===== src/sv/mlcf_pkg.sv =====
package mlcf_pkg;

    // message codes
    localparam logic [2:0] OP_LOAD  = 3'd0;
    localparam logic [2:0] OP_STORE = 3'd1;
    localparam logic [2:0] OP_GETS  = 3'd2;
    localparam logic [2:0] OP_GETM  = 3'd3;
    localparam logic [2:0] OP_DATA  = 3'd4;

    // encoded line state as seen on the result word
    localparam logic [3:0] CODE_I   = 4'd0;
    localparam logic [3:0] CODE_S   = 4'd1;
    localparam logic [3:0] CODE_E   = 4'd2;
    localparam logic [3:0] CODE_O   = 4'd3;
    localparam logic [3:0] CODE_M   = 4'd4;
    localparam logic [3:0] CODE_F   = 4'd5;
    localparam logic [3:0] CODE_IS  = 4'd6;
    localparam logic [3:0] CODE_IM  = 4'd7;
    localparam logic [3:0] CODE_SM  = 4'd8;
    localparam logic [3:0] CODE_OM  = 4'd9;
    localparam logic [3:0] CODE_OOM = 4'd10;
    localparam logic [3:0] CODE_FM  = 4'd11;
    localparam logic [3:0] CODE_FFM = 4'd12;

    typedef enum logic [12:0] {
        ST_I   = 13'b0_0000_0000_0001,
        ST_S   = 13'b0_0000_0000_0010,
        ST_E   = 13'b0_0000_0000_0100,
        ST_O   = 13'b0_0000_0000_1000,
        ST_M   = 13'b0_0000_0001_0000,
        ST_F   = 13'b0_0000_0010_0000,
        ST_IS  = 13'b0_0000_0100_0000,
        ST_IM  = 13'b0_0000_1000_0000,
        ST_SM  = 13'b0_0001_0000_0000,
        ST_OM  = 13'b0_0010_0000_0000,
        ST_OOM = 13'b0_0100_0000_0000,
        ST_FM  = 13'b0_1000_0000_0000,
        ST_FFM = 13'b1_0000_0000_0000
    } t_line_state;

    typedef struct packed {
        logic gets;
        logic getm;
        logic cpu;
        logic supply;
        logic shared;
        logic miss;
        logic upgrade;
        logic err;
    } t_pulses;

    function automatic logic [3:0] state_code(input t_line_state st);
        logic [3:0] code;
        case (st)
            ST_I:    code = CODE_I;
            ST_S:    code = CODE_S;
            ST_E:    code = CODE_E;
            ST_O:    code = CODE_O;
            ST_M:    code = CODE_M;
            ST_F:    code = CODE_F;
            ST_IS:   code = CODE_IS;
            ST_IM:   code = CODE_IM;
            ST_SM:   code = CODE_SM;
            ST_OM:   code = CODE_OM;
            ST_OOM:  code = CODE_OOM;
            ST_FM:   code = CODE_FM;
            ST_FFM:  code = CODE_FFM;
            default: code = CODE_I;
        endcase
        return code;
    endfunction

endpackage


===== src/sv/mlcf_in_if.sv =====
interface mlcf_in_if #(
    parameter int NODE_ID_BITS = 4,
    parameter int ADDR_BITS    = 32
);
    logic                    valid;
    logic                    ready;
    logic [2:0]              opcode;
    logic [ADDR_BITS-1:0]    req_addr;
    logic [NODE_ID_BITS-1:0] requester_id;
    logic                    shared_sampled;

    modport source (
        output valid, opcode, req_addr, requester_id, shared_sampled,
        input  ready
    );
    modport sink (
        input  valid, opcode, req_addr, requester_id, shared_sampled,
        output ready
    );
endinterface


===== src/sv/mlcf_out_if.sv =====
interface mlcf_out_if #(
    parameter int NODE_ID_BITS = 4,
    parameter int ADDR_BITS    = 32
);
    logic                    valid;
    logic                    ready;
    logic                    issue_gets;
    logic                    issue_getm;
    logic                    data_to_cpu;
    logic                    supply_on_bus;
    logic [NODE_ID_BITS-1:0] supply_dest;
    logic                    assert_shared;
    logic [ADDR_BITS-1:0]    out_addr;
    logic                    miss_pulse;
    logic                    upgrade_pulse;
    logic                    protocol_error;
    logic [3:0]              new_state;

    modport source (
        output valid, issue_gets, issue_getm, data_to_cpu, supply_on_bus, supply_dest,
               assert_shared, out_addr, miss_pulse, upgrade_pulse, protocol_error,
               new_state,
        input  ready
    );
    modport sink (
        input  valid, issue_gets, issue_getm, data_to_cpu, supply_on_bus, supply_dest,
               assert_shared, out_addr, miss_pulse, upgrade_pulse, protocol_error,
               new_state,
        output ready
    );
endinterface


===== src/sv/mlcf_decode.sv =====
module mlcf_decode (
    input  mlcf_pkg::t_line_state i_state,
    input  logic [2:0]            i_opcode,
    input  logic                  i_shared,
    output mlcf_pkg::t_pulses     o_pulses,
    output mlcf_pkg::t_line_state o_next_state
);
    import mlcf_pkg::*;

    t_pulses     p;
    t_line_state ns;
    logic        is_load;
    logic        is_gets;
    logic        is_getm;
    logic        is_data;

    assign is_load = (i_opcode == OP_LOAD);
    assign is_gets = (i_opcode == OP_GETS);
    assign is_getm = (i_opcode == OP_GETM);
    assign is_data = (i_opcode == OP_DATA);

    always_comb begin
        p  = '0;
        ns = i_state;
        if (i_opcode inside {OP_LOAD, OP_STORE}) begin
            case (i_state)
                ST_I: begin
                    p.miss = 1'b1;
                    if (is_load) begin
                        p.gets = 1'b1;
                        ns     = ST_IS;
                    end else begin
                        p.getm = 1'b1;
                        ns     = ST_IM;
                    end
                end
                ST_S, ST_O, ST_F: begin
                    if (is_load) begin
                        p.cpu = 1'b1;
                    end else begin
                        p.getm = 1'b1;
                        p.miss = 1'b1;
                        ns     = (i_state == ST_S) ? ST_SM :
                                 (i_state == ST_O) ? ST_OM : ST_FM;
                    end
                end
                ST_E: begin
                    p.cpu = 1'b1;
                    if (!is_load) begin
                        p.upgrade = 1'b1;
                        ns        = ST_M;
                    end
                end
                ST_M: begin
                    p.cpu = 1'b1;
                end
                // processor request while a transaction is in flight
                default: begin
                    p.err = 1'b1;
                end
            endcase
        end else if (i_opcode inside {OP_GETS, OP_GETM, OP_DATA}) begin
            case (i_state)
                ST_I: begin
                end
                ST_S: begin
                    if (is_gets) begin
                        p.shared = 1'b1;
                    end else if (is_getm) begin
                        ns = ST_I;
                    end
                end
                ST_E: begin
                    if (is_gets) begin
                        p.shared = 1'b1;
                        p.supply = 1'b1;
                        ns       = ST_F;
                    end else if (is_getm) begin
                        p.supply = 1'b1;
                        ns       = ST_I;
                    end
                end
                ST_O, ST_F: begin
                    if (is_gets) begin
                        p.shared = 1'b1;
                        p.supply = 1'b1;
                    end else if (is_getm) begin
                        p.supply = 1'b1;
                        ns       = ST_I;
                    end
                end
                ST_M: begin
                    if (is_gets) begin
                        p.shared = 1'b1;
                        p.supply = 1'b1;
                        ns       = ST_O;
                    end else if (is_getm) begin
                        p.supply = 1'b1;
                        ns       = ST_I;
                    end
                end
                ST_IS: begin
                    if (is_data) begin
                        p.cpu = 1'b1;
                        ns    = i_shared ? ST_S : ST_E;
                    end
                end
                ST_IM: begin
                    if (is_data) begin
                        p.cpu = 1'b1;
                        ns    = ST_M;
                    end
                end
                ST_SM, ST_OOM, ST_FFM: begin
                    if (is_data) begin
                        p.cpu = 1'b1;
                        ns    = ST_M;
                    end else begin
                        p.shared = 1'b1;
                    end
                end
                ST_OM, ST_FM: begin
                    if (is_data) begin
                        p.cpu = 1'b1;
                        ns    = ST_M;
                    end else begin
                        // still the owner until our own data arrives
                        p.shared = 1'b1;
                        p.supply = 1'b1;
                        if (is_getm) begin
                            ns = (i_state == ST_OM) ? ST_OOM : ST_FFM;
                        end
                    end
                end
                default: begin
                    p.err = 1'b1;
                end
            endcase
        end else begin
            p.err = 1'b1;
        end

        if (p.err) begin
            p     = '0;
            p.err = 1'b1;
            ns    = i_state;
        end
    end

    assign o_pulses     = p;
    assign o_next_state = ns;

endmodule


===== src/sv/moesif_line_coherence_fsm.sv =====
// channel | modport           | word
// --------+-------------------+---------------------------------------------------
// i_in    | mlcf_in_if.sink   | opcode, req_addr, requester_id, shared_sampled
// o_out   | mlcf_out_if.source| bus/cpu pulses, supply_dest, out_addr, events, state
//
// one result word per input word, one word per cycle sustained while o_out.ready
// does not stall; each word passes the input register and the result register around the decode.
// the line state updates when a word moves from the input register to the result
// register, so back-to-back words see each other's state.
// i_rst_n (synchronous, active low) empties both registers and puts the line in I.
// a stalled result register holds the input register, which then holds i_in.ready low.
module moesif_line_coherence_fsm #(
    parameter int NODE_ID_BITS = 4,
    parameter int ADDR_BITS    = 32
) (
    input  logic              i_clk,
    input  logic              i_rst_n,
    mlcf_in_if.sink           i_in,
    mlcf_out_if.source        o_out
);
    import mlcf_pkg::*;

    // input register
    logic                    r_in_valid;
    logic [2:0]              r_opcode;
    logic [ADDR_BITS-1:0]    r_addr;
    logic [NODE_ID_BITS-1:0] r_req_id;
    logic                    r_shared;

    // line state
    t_line_state             r_state;

    // result register
    logic                    r_out_valid;
    t_pulses                 r_pulses;
    logic [NODE_ID_BITS-1:0] r_dest;
    logic [ADDR_BITS-1:0]    r_out_addr;
    logic [3:0]              r_state_code;

    t_pulses                 n_pulses;
    t_line_state             n_state;
    logic                    out_free;
    logic                    advance;
    logic                    addr_used;

    mlcf_decode u_decode (
        .i_state      (r_state),
        .i_opcode     (r_opcode),
        .i_shared     (r_shared),
        .o_pulses     (n_pulses),
        .o_next_state (n_state)
    );

    assign out_free   = !r_out_valid || o_out.ready;
    assign advance    = r_in_valid && out_free;
    assign i_in.ready = !r_in_valid || out_free;
    assign addr_used  = n_pulses.gets || n_pulses.getm || n_pulses.cpu || n_pulses.supply;

    always_ff @(posedge i_clk) begin
        if (!i_rst_n) begin
            r_in_valid <= 1'b0;
        end else if (i_in.ready) begin
            r_in_valid <= i_in.valid;
        end
    end

    always_ff @(posedge i_clk) begin
        if (i_in.valid && i_in.ready) begin
            r_opcode <= i_in.opcode;
            r_addr   <= i_in.req_addr;
            r_req_id <= i_in.requester_id;
            r_shared <= i_in.shared_sampled;
        end
    end

    always_ff @(posedge i_clk) begin
        if (!i_rst_n) begin
            r_state     <= ST_I;
            r_out_valid <= 1'b0;
        end else begin
            if (advance) begin
                r_state <= n_state;
            end
            if (out_free) begin
                r_out_valid <= r_in_valid;
            end
        end
    end

    always_ff @(posedge i_clk) begin
        if (advance) begin
            r_pulses     <= n_pulses;
            r_dest       <= n_pulses.supply ? r_req_id : '0;
            r_out_addr   <= addr_used ? r_addr : '0;
            r_state_code <= state_code(n_state);
        end
    end

    assign o_out.valid          = r_out_valid;
    assign o_out.issue_gets     = r_pulses.gets;
    assign o_out.issue_getm     = r_pulses.getm;
    assign o_out.data_to_cpu    = r_pulses.cpu;
    assign o_out.supply_on_bus  = r_pulses.supply;
    assign o_out.supply_dest    = r_dest;
    assign o_out.assert_shared  = r_pulses.shared;
    assign o_out.out_addr       = r_out_addr;
    assign o_out.miss_pulse     = r_pulses.miss;
    assign o_out.upgrade_pulse  = r_pulses.upgrade;
    assign o_out.protocol_error = r_pulses.err;
    assign o_out.new_state      = r_state_code;

endmodule


===== src/flat_wrapper.sv =====
// flat-port wrapper written by rule: the top's interface ports become plain ports
module moesif_line_coherence_fsm_flat import mlcf_pkg::*;
#(
    parameter int NODE_ID_BITS = 4,
    parameter int ADDR_BITS    = 32
)
  (i_clk, i_rst_n, i_in_valid, i_in_opcode, i_in_req_addr, i_in_requester_id, i_in_shared_sampled, i_in_ready, o_out_valid, o_out_issue_gets, o_out_issue_getm, o_out_data_to_cpu, o_out_supply_on_bus, o_out_supply_dest, o_out_assert_shared, o_out_out_addr, o_out_miss_pulse, o_out_upgrade_pulse, o_out_protocol_error, o_out_new_state, o_out_ready);
  mlcf_in_if #(.NODE_ID_BITS(NODE_ID_BITS), .ADDR_BITS(ADDR_BITS)) i_in_i ();
  mlcf_out_if #(.NODE_ID_BITS(NODE_ID_BITS), .ADDR_BITS(ADDR_BITS)) o_out_i ();
  input  logic i_clk;
  input  logic i_rst_n;
  input wire logic [$bits(i_in_i.valid)-1:0] i_in_valid;
  input wire logic [$bits(i_in_i.opcode)-1:0] i_in_opcode;
  input wire logic [$bits(i_in_i.req_addr)-1:0] i_in_req_addr;
  input wire logic [$bits(i_in_i.requester_id)-1:0] i_in_requester_id;
  input wire logic [$bits(i_in_i.shared_sampled)-1:0] i_in_shared_sampled;
  output wire logic [$bits(i_in_i.ready)-1:0] i_in_ready;
  output wire logic [$bits(o_out_i.valid)-1:0] o_out_valid;
  output wire logic [$bits(o_out_i.issue_gets)-1:0] o_out_issue_gets;
  output wire logic [$bits(o_out_i.issue_getm)-1:0] o_out_issue_getm;
  output wire logic [$bits(o_out_i.data_to_cpu)-1:0] o_out_data_to_cpu;
  output wire logic [$bits(o_out_i.supply_on_bus)-1:0] o_out_supply_on_bus;
  output wire logic [$bits(o_out_i.supply_dest)-1:0] o_out_supply_dest;
  output wire logic [$bits(o_out_i.assert_shared)-1:0] o_out_assert_shared;
  output wire logic [$bits(o_out_i.out_addr)-1:0] o_out_out_addr;
  output wire logic [$bits(o_out_i.miss_pulse)-1:0] o_out_miss_pulse;
  output wire logic [$bits(o_out_i.upgrade_pulse)-1:0] o_out_upgrade_pulse;
  output wire logic [$bits(o_out_i.protocol_error)-1:0] o_out_protocol_error;
  output wire logic [$bits(o_out_i.new_state)-1:0] o_out_new_state;
  input wire logic [$bits(o_out_i.ready)-1:0] o_out_ready;
  assign i_in_i.valid = i_in_valid;
  assign i_in_i.opcode = i_in_opcode;
  assign i_in_i.req_addr = i_in_req_addr;
  assign i_in_i.requester_id = i_in_requester_id;
  assign i_in_i.shared_sampled = i_in_shared_sampled;
  assign i_in_ready = i_in_i.ready;
  assign o_out_valid = o_out_i.valid;
  assign o_out_issue_gets = o_out_i.issue_gets;
  assign o_out_issue_getm = o_out_i.issue_getm;
  assign o_out_data_to_cpu = o_out_i.data_to_cpu;
  assign o_out_supply_on_bus = o_out_i.supply_on_bus;
  assign o_out_supply_dest = o_out_i.supply_dest;
  assign o_out_assert_shared = o_out_i.assert_shared;
  assign o_out_out_addr = o_out_i.out_addr;
  assign o_out_miss_pulse = o_out_i.miss_pulse;
  assign o_out_upgrade_pulse = o_out_i.upgrade_pulse;
  assign o_out_protocol_error = o_out_i.protocol_error;
  assign o_out_new_state = o_out_i.new_state;
  assign o_out_i.ready = o_out_ready;
  moesif_line_coherence_fsm #(.NODE_ID_BITS(NODE_ID_BITS), .ADDR_BITS(ADDR_BITS)) u_core (.i_clk(i_clk), .i_rst_n(i_rst_n), .i_in(i_in_i), .o_out(o_out_i));
endmodule

===== config.mk =====
export PLATFORM = sky130hd
export DESIGN_NAME = moesif_line_coherence_fsm_flat
export DESIGN_NICKNAME = d
export VERILOG_FILES = /design/src/sv/mlcf_pkg.sv /design/src/sv/mlcf_in_if.sv /design/src/sv/mlcf_out_if.sv /design/src/sv/mlcf_decode.sv /design/src/sv/moesif_line_coherence_fsm.sv /design/src/flat_wrapper.sv
export SDC_FILE = /design/constraint.sdc
export NUM_CORES = 1
export LEC_CHECK = 0
export BUFFER_PORTS_ARGS = -buffer_cell sky130_fd_sc_hd__clkbuf_2
export CORE_MARGIN = 2
export CORE_UTILIZATION = 25
export DETAILED_ROUTE_END_ITERATION = 16
export GPL_TIMING_DRIVEN = 0
export PLACE_DENSITY = 0.45
export SYNTH_ARGS = -nofsm -noshare
export SYNTH_HDL_FRONTEND = slang
export SYNTH_SLANG_ARGS = --single-unit

===== constraint.sdc =====
create_clock -name i_clk -period 3.3 [get_ports i_clk]
set_input_delay 0.66 -clock i_clk [delete_from_list [all_inputs] [get_ports i_clk]]
set_output_delay 0.66 -clock i_clk [all_outputs]
set_load 0.01 [all_outputs]

==> results of run 1 <==
[layout by cell type (no fill, tap or decap), types with 4 or more instances in the layout]
cell type / netlist / layout
clkbuf_2: 0 / 103
edfxtp_1: 88 / 88
nor2_1: 45 / 43
nor2b_1: 37 / 37
a21oi_1: 25 / 22
nand2_1: 22 / 21
o21ai_0: 14 / 14
dfxtp_1: 15 / 13
xor2_1: 13 / 12
buf_4: 1 / 10
nand3_1: 11 / 10
clkbuf_1: 18 / 9
clkbuf_16: 0 / 9
a211oi_1: 10 / 7
nor3_1: 12 / 7
and2_1: 9 / 7
nand4_1: 6 / 6
nand2b_1: 5 / 5
o21a_1: 5 / 5
or3_1: 6 / 5
nor3_2: 2 / 5
inv_1: 4 / 4
nand4b_1: 4 / 4
xnor2_1: 4 / 4
nor4b_1: 6 / 4
o211ai_1: 4 / 4
[area by class of cell]
cell class              instances  share of cell area
inverters                       4            0.002282
clock buffers                  11             0.03690
repair buffers                101             0.08178
clock inverters                 5            0.009319
flip-flops and latches        103              0.4477
plain buffers                  28             0.02396
well taps                     270             0.05135
multi-input cells             317              0.3467
[critical path, stage by stage, from the launching register on]
cell,delay [ps]
dfxtp_1,370
or3_1,500
nor3_2,410
a22oi_2,170
a211oi_2,390
o21bai_4,240
a21boi_4,110
or3b_4,440
nor3_4,220
nand3_1,130
nand3_1,120
[cell families (layout without fill, tap and decap cells)]
logic type / Yosys count / in the layout
xor+xnor: 17 / 17
simple gates: 197 / 197
mux: 2 / 2
buf+inv: 33 / 149
flops: 103 / 103
compound gates: 101 / 101
[where the power goes]
part / switching, uW / internal, uW
Sequential: 24.4 / 1480
Clock: 470 / 616
Combinational: 290 / 177
Total: 785 / 2280
[final timing paths]
| check | startpoint | slack (ps) | to | cells after the start |
|---|---|---|---|---|
| hold reg to reg | u_core.r_in_valid$_SDFFE_PN0N_ | 520 | u_core.o_out.valid$_SDFFE_PN0P_ | 2 |
| setup reg to reg | u_core.r_state[6]$_SDFFE_PN0P_ | 50 | u_core.o_out.new_state[0]$_DFFE_PP_ | 10 |
| hold / removal | i_in_req_addr[21] | 480 | u_core.r_addr[21]$_DFFE_PP_ | 1 |
| setup / recovery | u_core.r_state[6]$_SDFFE_PN0P_ | 50 | u_core.o_out.new_state[0]$_DFFE_PP_ | 10 |
[metal layers]
layer	share of wire	up-vias	track usage	routed length (um)
met3	0.058	19	0.03086	855
met1	0.45	1969	0.1865	6692
met4	0.017	0	0.04087	248
met2	0.47	141	0.2093	6916
li1	-	1918	-	-
met5	0	-	0	0
[flip-flops by register name, summed over array words and instances, names as in the netlist, 3 cells and up]
signal / flops
u_core.r_opcode: 3
u_core.o_out.new_state: 4
u_core.o_out.out_addr: 32
u_core.r_req_id: 4
u_core.o_out.supply_dest: 4
u_core.r_state: 13
u_core.r_addr: 32
[timing repair]
item	CTS	global route
hold buffers	0	0
buffers inserted	0	7
pin swaps	2	9
resized for setup	21	47
endpoints found under the setup margin	34	34
[metrics by stage]
step                      setup WS, ps  hold WS (ps)
final                            48.33         484.7
after global routing            -21.06         464.8
after CTS                        1.871         466.5
after detailed placement        -357.1         505.7
after global placement          -917.2         508.1
after floorplan                  319.8         486.8
==> impl_metrics.toml, run 1 <==
[place]
dpl-instance-area_sq_um = 5967
gp_congestion = 0.9137
placement.io_buffers = 93
dp_hpwl_um = 10840
place_inst = 817

[synthesis]
synth_cells = 453
ys_async_sr_fraction = 0
synth_fa_ha_area_frac = 0
ys_seq_elements = 103
yosysWarnings = 0
yosysUniqueCellTypes = 74
synth-simple-area-share = 0.2199
synth_top_cell_by_area = "edfxtp_1"
synth_mux_area_frac = 0.003896
synthesis.nets = 497
synth_edf_count = 88
dominantRegCellSynth = "edfxtp_1"
yosysSeqAreaShare = 0.5727
synth_xor_area_frac = 0.02897
synth_compound_area_frac = 0.1454
syn_avg_cell_area_sq_um = 11.34
syn_area_sq_um = 5139
synth_top_family_by_area = "simple AND/OR/NAND/NOR gates"
synthTopCellsByArea = "edfxtp_1 51%, dfxtp_1 5.8%, nor2b_1 4.5%, nor2_1 3.3%, a21oi_1 2.4%"
netlist.area_leader.share = 0.5142
post-synth-top-count-cell = "edfxtp_1"
synth_top_cells_by_count = "88 x edfxtp_1, 45 x nor2_1, 37 x nor2b_1, 25 x a21oi_1, 22 x nand2_1"

[clock_network]
clk_path_buf_depth = 2
insertion_delay_ps = 350
cts.sinks = 103
cts_tree = "yes"
htree_num_levels = 3
clk_pin_slew_worst_paths_ps = 70
cts_inserted_buffers = 9
cts_root_buf = "clkbuf_16"

[final_layout]
seq_area_sq_um = 2945
final_area_sq_um = 6579
nFillCells = 2056
area_growth_pct = 28.03
final_core_util = 0.3251
nets = 608
layoutNonFillerInstCount = 839
n_antenna_cell = 0
multi_input_area_sq_um = 2281
final_layout_size_suffix_gt1_frac = 0.3392

[route]
drt_iter0_drc = 264
wl_per_cell_um = 17.54
firstDrtPassIters = 4
drc = 0
finalWirelength_um = 14710
via_per_inst = 4.824
drtAntennaViolNets = 0
via_count = 4047

[power_and_ir_drop]
ir_drop_uv = 222.0
powerDensity_nw_per_um2 = 465.2
p_leak_uw = 0.002456
total_power_uw = 3060

[critical_path]
startpoint_type = "flop"
cp-end-kind = "flop"
worstSetupPathType = "flop to flop"
crit_path_max_fanout = 5
crit_required_ps = 3510
arrival_ps = 3460

[timing]
tightest_slew_ps = 818.0
finClkSkew_ps = 11.41
clock.fmax_mhz = 307.5
setup_viol = 0
maxSlewViolCount = 0
hold_violations = 0
rsz0062_at_grt = "true"
slew_headroom = 0.4546
fin_setup_tns_ps = 0
fin_crit_sh = 0.9854
period_needed_ps = 3252

[hold_path]
min_path_type = "primary input to flop"

[grt]
grt_usage = 0.1343
antenna_found_initial = 0
grt_max_degree = 58
grt_pass1_wl_um = 22360
grt.overflow.total = 0
grt_pass1_vias = 3820

[floorplanning]
core_sq_um = 20230
io-pin-count = 94
initial_core_util = 0.2540
die_y_um = 147.4
die-width_um = 147.4
num_rows = 52
die_area_sq_um = 21720

[flow_run]
cap_violations = 0

[outcome]
status = "finished, final reports clean"
Power figures use the tool's default switching activity.
==> run 2, diff against run 1 <==
Settings changed: BUFFER_PORTS_ARGS -buffer_cell sky130_fd_sc_hd__clkbuf_2 to not set, DONT_BUFFER_PORTS set to 1, PLACE_DENSITY 0.45 to 0.41.
Clock period 3.3 ns to 3.46 ns, I/O delays scaled along.
==> impl_metrics.toml, run 2 (synthesis gave the netlist of run 1 again) <==
[route]
finalWirelength_um = 14180
wl_per_cell_um = 19.18
via_count = 3713
firstDrtPassIters = 5
via_per_inst = 5.024
drc = 0
drtAntennaViolNets = 0
drt_iter0_drc = 310

[power_and_ir_drop]
p_sw_uw = 718.1
internal_power_uw = 2029
pwr-share-clk = 0.339
switching_share = 0.2614
pwr-share-seq = 0.530
ir_drop_uv = 226.6
total_power_uw = 2747
powerDensity_nw_per_um2 = 463.8
p_leak_uw = 0.001975
pwr-share-comb = 0.131

[critical_path]
crit_slowest_cell = "a311o_1"
cp_top_family = "compound AO/OA/AOI/OAI gates"
worst-path-buf-inv = 1
crit_path_max_incr_delay_ps = 430
startpoint_type = "flop"
path_cells = "buf_2, or2_1, nor4_4, a22oi_2, a211oi_2, o21bai_4, nand2b_2, a311o_1, nor2_1, o211ai_1, a21oi_1"
cp-end-kind = "flop"
arrival_ps = 3490
crit_required_ps = 3650
crit_path_max_fanout = 10
worstSetupPathType = "flop to flop"

[floorplanning]
core_sq_um = 20230
num_rows = 52
die-width_um = 147.4
die_y_um = 147.4
initial_core_util = 0.2540
io-pin-count = 94
die_area_sq_um = 21720

[place]
dp_slack_ps = -80.32
place_inst = 724
dp_hpwl_um = 10410
gp_congestion = 0.9113
placement.io_buffers = 0

[clock_network]
post-cts-setup-buffers = 0
cts_tree = "yes"
clk_path_buf_depth = 2
insertion_delay_ps = 350
cts.sinks = 103
htree_num_levels = 3
cts_root_buf = "clkbuf_16"
cts_inserted_buffers = 9
clk_pin_slew_worst_paths_ps = 70

[final_layout]
layoutNonFillerInstCount = 739
nFillCells = 2085
area_growth_pct = 15.24
nets = 508
mostFrequentLayoutCell = "edfxtp_1"
n_antenna_cell = 0
final_layout_size_suffix_gt1_frac = 0.1642
mostFrequentLayoutCells = "88 x edfxtp_1, 44 x nor2_1, 37 x nor2b_1"

[timing]
clock.fmax_mhz = 303.1
tightest_slew_ps = 814.8
fin_crit_sh = 0.9536
fin_ws_ps = 160.4
period_needed_ps = 3300
slew_headroom = 0.4568
hold_violations = 0
maxSlewViolCount = 0
setup_viol = 0
finClkSkew_ps = 7.422

[grt]
grt_usage = 0.1305
grt.overflow.total = 0
grt_pass1_wl_um = 21760
grt_pass1_vias = 3628
grt_max_degree = 58
antenna_found_initial = 0

[outcome]
status = "finished, final reports clean"

[hold_path]
min_path_type = "primary input to flop"

[flow_run]
cap_violations = 0
## run 2: power by group through the flow
stage | logic (uW) | clock network (uW) | registers, uW
final | 359 | 932 | 1460
after detailed placement | 337 | 0 | 1480
after global placement | 336 | 0 | 1480
after global routing | 392 | 1020 | 1460
after CTS | 340 | 973 | 1450
after floorplan | 243 | 0 | 1470
## run 2: final timing paths
kind / from / to / slack (ps) / cells past startpoint
worst max-delay path: u_core.r_state[0]$_SDFFE_PN1P_ / u_core.o_out.new_state[2]$_DFFE_PP_ / 160 / 11
worst min-delay path: i_in_req_addr[10] / u_core.r_addr[10]$_DFFE_PP_ / 440 / 0
worst max register to register: u_core.r_state[0]$_SDFFE_PN1P_ / u_core.o_out.new_state[2]$_DFFE_PP_ / 160 / 11
worst min register to register: u_core.r_req_id[0]$_DFFE_PP_ / u_core.o_out.supply_dest[0]$_SDFFCE_PN0P_ / 520 / 1
## run 2: layout make-up
cell class	count	area [sq um]	share of cell area
buffer	28	146.4	0.02472
clock buffer	9	225.2	0.03803
clock inverter	7	47.55	0.008029
inverter	4	15.01	0.002535
multi-input combinational	317	2185	0.3689
sequential	103	2945	0.4974
tap	270	337.8	0.05705
timing repair buffer	1	20.02	0.003381
## run 2: through the flow
stage               instance area, sq um  hold slack (ps)  utilization  TNS (ps)
finish                              5922            436.3       0.2927         0
CTS                                 5797            422.0       0.2865         0
global placement                    5477            504.6       0.2707    -34600
floorplan                           5139            486.8            -         0
global route                        5922            411.3       0.2927    -73.75
detailed placement                  5502            502.6       0.2719    -170.3
## run 2: what timing repair did
action | in CTS | in global routing
hold buffers | 0 | 0
gates resized for setup | 4 | 35
endpoints found under the setup margin | 4 | 34
hold endpoints to repair | 0 | 0
pin swaps | 0 | 1
## run 2: worst reg2reg max path: stages, from the launching register on
cell and delay [ps]:
dfxtp_1 350, buf_2 210, or2_1 300, nor4_4 400, a22oi_2 200, a211oi_2 360
o21bai_4 230, nand2b_2 170, a311o_1 430, nor2_1 210, o211ai_1 150, a21oi_1 160
## run 2: routing by layer
layer / track usage / up-vias / share of wire / wire [um]
met4: 0.03221 / 0 / 0.014 / 194
met5: 0 / - / 0 / 0
met1: 0.1791 / 1828 / 0.46 / 6589
met3: 0.04537 / 16 / 0.065 / 928
met2: 0.1981 / 143 / 0.46 / 6464
li1: - / 1726 / - / -
==> run 3, diff against run 2 <==
Settings changed: GPL_TIMING_DRIVEN 0 to not set.
==> impl_metrics.toml, run 3 (synthesis gave the netlist of run 1 again) <==
[timing]
tightest_slew_ps = 926.7
rsz0062_at_grt = "false"
slew_headroom = 0.3822
hold_ws_ps = 437.6
setup_viol = 0
maxSlewViolCount = 0
fin_setup_tns_ps = 0
finClkSkew_ps = 8.180
clock.fmax_mhz = 301.9
fin_ws_ps = 147.4
period_needed_ps = 3313
hold_violations = 0
fin_crit_sh = 0.9574

[grt]
antenna_found_initial = 0
grt_usage = 0.1356
grt_max_degree = 51
grt.overflow.total = 0
grt_pass1_vias = 3764
grt_pass1_wl_um = 22500

[floorplanning]
die_y_um = 147.4
initial_core_util = 0.2540
num_rows = 52
die_area_sq_um = 21720
core_sq_um = 20230
io-pin-count = 94
die-width_um = 147.4

[final_layout]
seq_area_sq_um = 2947
n_antenna_cell = 0
final_layout_size_suffix_gt1_frac = 0.2169
nFillCells = 2078
area_growth_pct = 19.26
nets = 537
final_core_util = 0.3029
mostFrequentLayoutCell = "edfxtp_1"
multi_input_area_sq_um = 2077
mostFrequentLayoutCells = "88 x edfxtp_1, 56 x buf_4, 45 x nor2_1"

[route]
via_per_inst = 4.926
drt_iter0_drc = 257
firstDrtPassIters = 5
wl_per_cell_um = 18.98
finalWirelength_um = 14570
via_count = 3783
drtAntennaViolNets = 0
drc = 0

[critical_path]
startpoint_type = "flop"
r2r_setup_slack_ps = 150
cp_top_family = "compound AO/OA/AOI/OAI gates"
worst-path-buf-inv = 0
crit_path_max_incr_delay_ps = 640
cp-end-kind = "flop"
path_cells = "xor2_1, a2111oi_1, a211oi_1, o2111a_1, a2111oi_2, and2_1, or3b_4, nor2_4, nand4_1, a21oi_1"
worstSetupPathType = "flop to flop"
arrival_ps = 3510
crit_required_ps = 3660
crit_path_max_fanout = 12
r2r_cells = 10
reg2reg_from = "u_core.r_state[3]$_SDFFE_PN0P_"
reg2reg_to = "u_core.o_out.new_state[2]$_DFFE_PP_"
crit_slowest_cell = "a2111oi_1"

[clock_network]
insertion_delay_ps = 350
clk_path_buf_depth = 2
cts.sinks = 103
cts_tree = "yes"
post-cts-setup-buffers = 0
clk_pin_slew_worst_paths_ps = 70
cts_inserted_buffers = 9
cts_root_buf = "clkbuf_16"
htree_num_levels = 3
cts_hold_buf = 0

[hold_path]
hp-start = "i_in_req_addr[24]"
hold_path_end = "u_core.r_addr[24]$_DFFE_PP_"
hold_depth = 0
min_path_type = "primary input to flop"

[power_and_ir_drop]
ir_drop_uv = 223.7
p_leak_uw = 0.002147
total_power_uw = 2841
powerDensity_nw_per_um2 = 463.6

[place]
dp_hpwl_um = 10810
gp_congestion = 0.9652
placement.io_buffers = 0
dp_slack_ps = -82.73

[outcome]
status = "finished, final reports clean"

[flow_run]
cap_violations = 0
run 3: where the power goes:
| group | internal, uW | total, uW | leakage, uW | switching (uW) |
|---|---|---|---|---|
| Combinational | 150 | 376 | 0.00101 | 226 |
| Sequential | 1420 | 1460 | 0.000998 | 47.7 |
| Clock | 562 | 1000 | 0.000137 | 439 |
| Total | 2130 | 2840 | 0.00215 | 713 |
run 3: repair_timing:
item	in CTS	in global routing
endpoints found under the setup margin	4	4
cloned	0	0
resized for setup	1	7
run 3: worst max path at each step:
| stage | start | endpoint | slack, ps | cells past startpoint |
|---|---|---|---|---|
| 2_1_floorplan | o_out_ready | u_core.o_out.assert_shared$_SDFFCE_PP0P_ | 450 | 4 |
| 3_3_place_gp | u_core.r_state[2]$_SDFFE_PN0P_ | u_core.o_out.new_state[2]$_DFFE_PP_ | -100 | 10 |
| 3_5_place_dp | u_core.r_state[1]$_SDFFE_PN0P_ | u_core.o_out.new_state[2]$_DFFE_PP_ | -80 | 10 |
| 4_1_cts | u_core.r_state[1]$_SDFFE_PN0P_ | u_core.o_out.new_state[2]$_DFFE_PP_ | 8 | 10 |
| 5_1_grt | u_core.r_state[8]$_SDFFE_PN0P_ | u_core.o_out.new_state[1]$_DFFE_PP_ | 0.002 | 11 |
| 6_report | u_core.r_state[3]$_SDFFE_PN0P_ | u_core.o_out.new_state[2]$_DFFE_PP_ | 150 | 10 |
run 3: cell type report:
| cell class | instances | share of cell area |
|---|---|---|
| clock inverter | 5 | 0.009596 |
| sequential | 103 | 0.4808 |
| inverter | 4 | 0.002450 |
| clock buffer | 11 | 0.03797 |
| multi-input combinational | 317 | 0.3389 |
| tap | 270 | 0.05512 |
| timing repair buffer | 58 | 0.07513 |
run 3: stage by stage:
step | cell area [sq um] | cells
detailed placement | 5808 | 752
CTS | 6101 | 768
finish | 6128 | 768
global route | 6128 | 768
global placement | 5808 | 752
floorplan | 5139 | 453
run 3: routing by layer:
metal | share of wire | global-route usage | wire (um) | vias to the layer above
met4 | 0.017 | 0.03990 | 243 | 0
met2 | 0.46 | 0.2047 | 6660 | 136
met5 | 0 | 0 | 0 | -
met1 | 0.47 | 0.1889 | 6803 | 1855
li1 | - | - | - | 1775
met3 | 0.059 | 0.03981 | 866 | 17
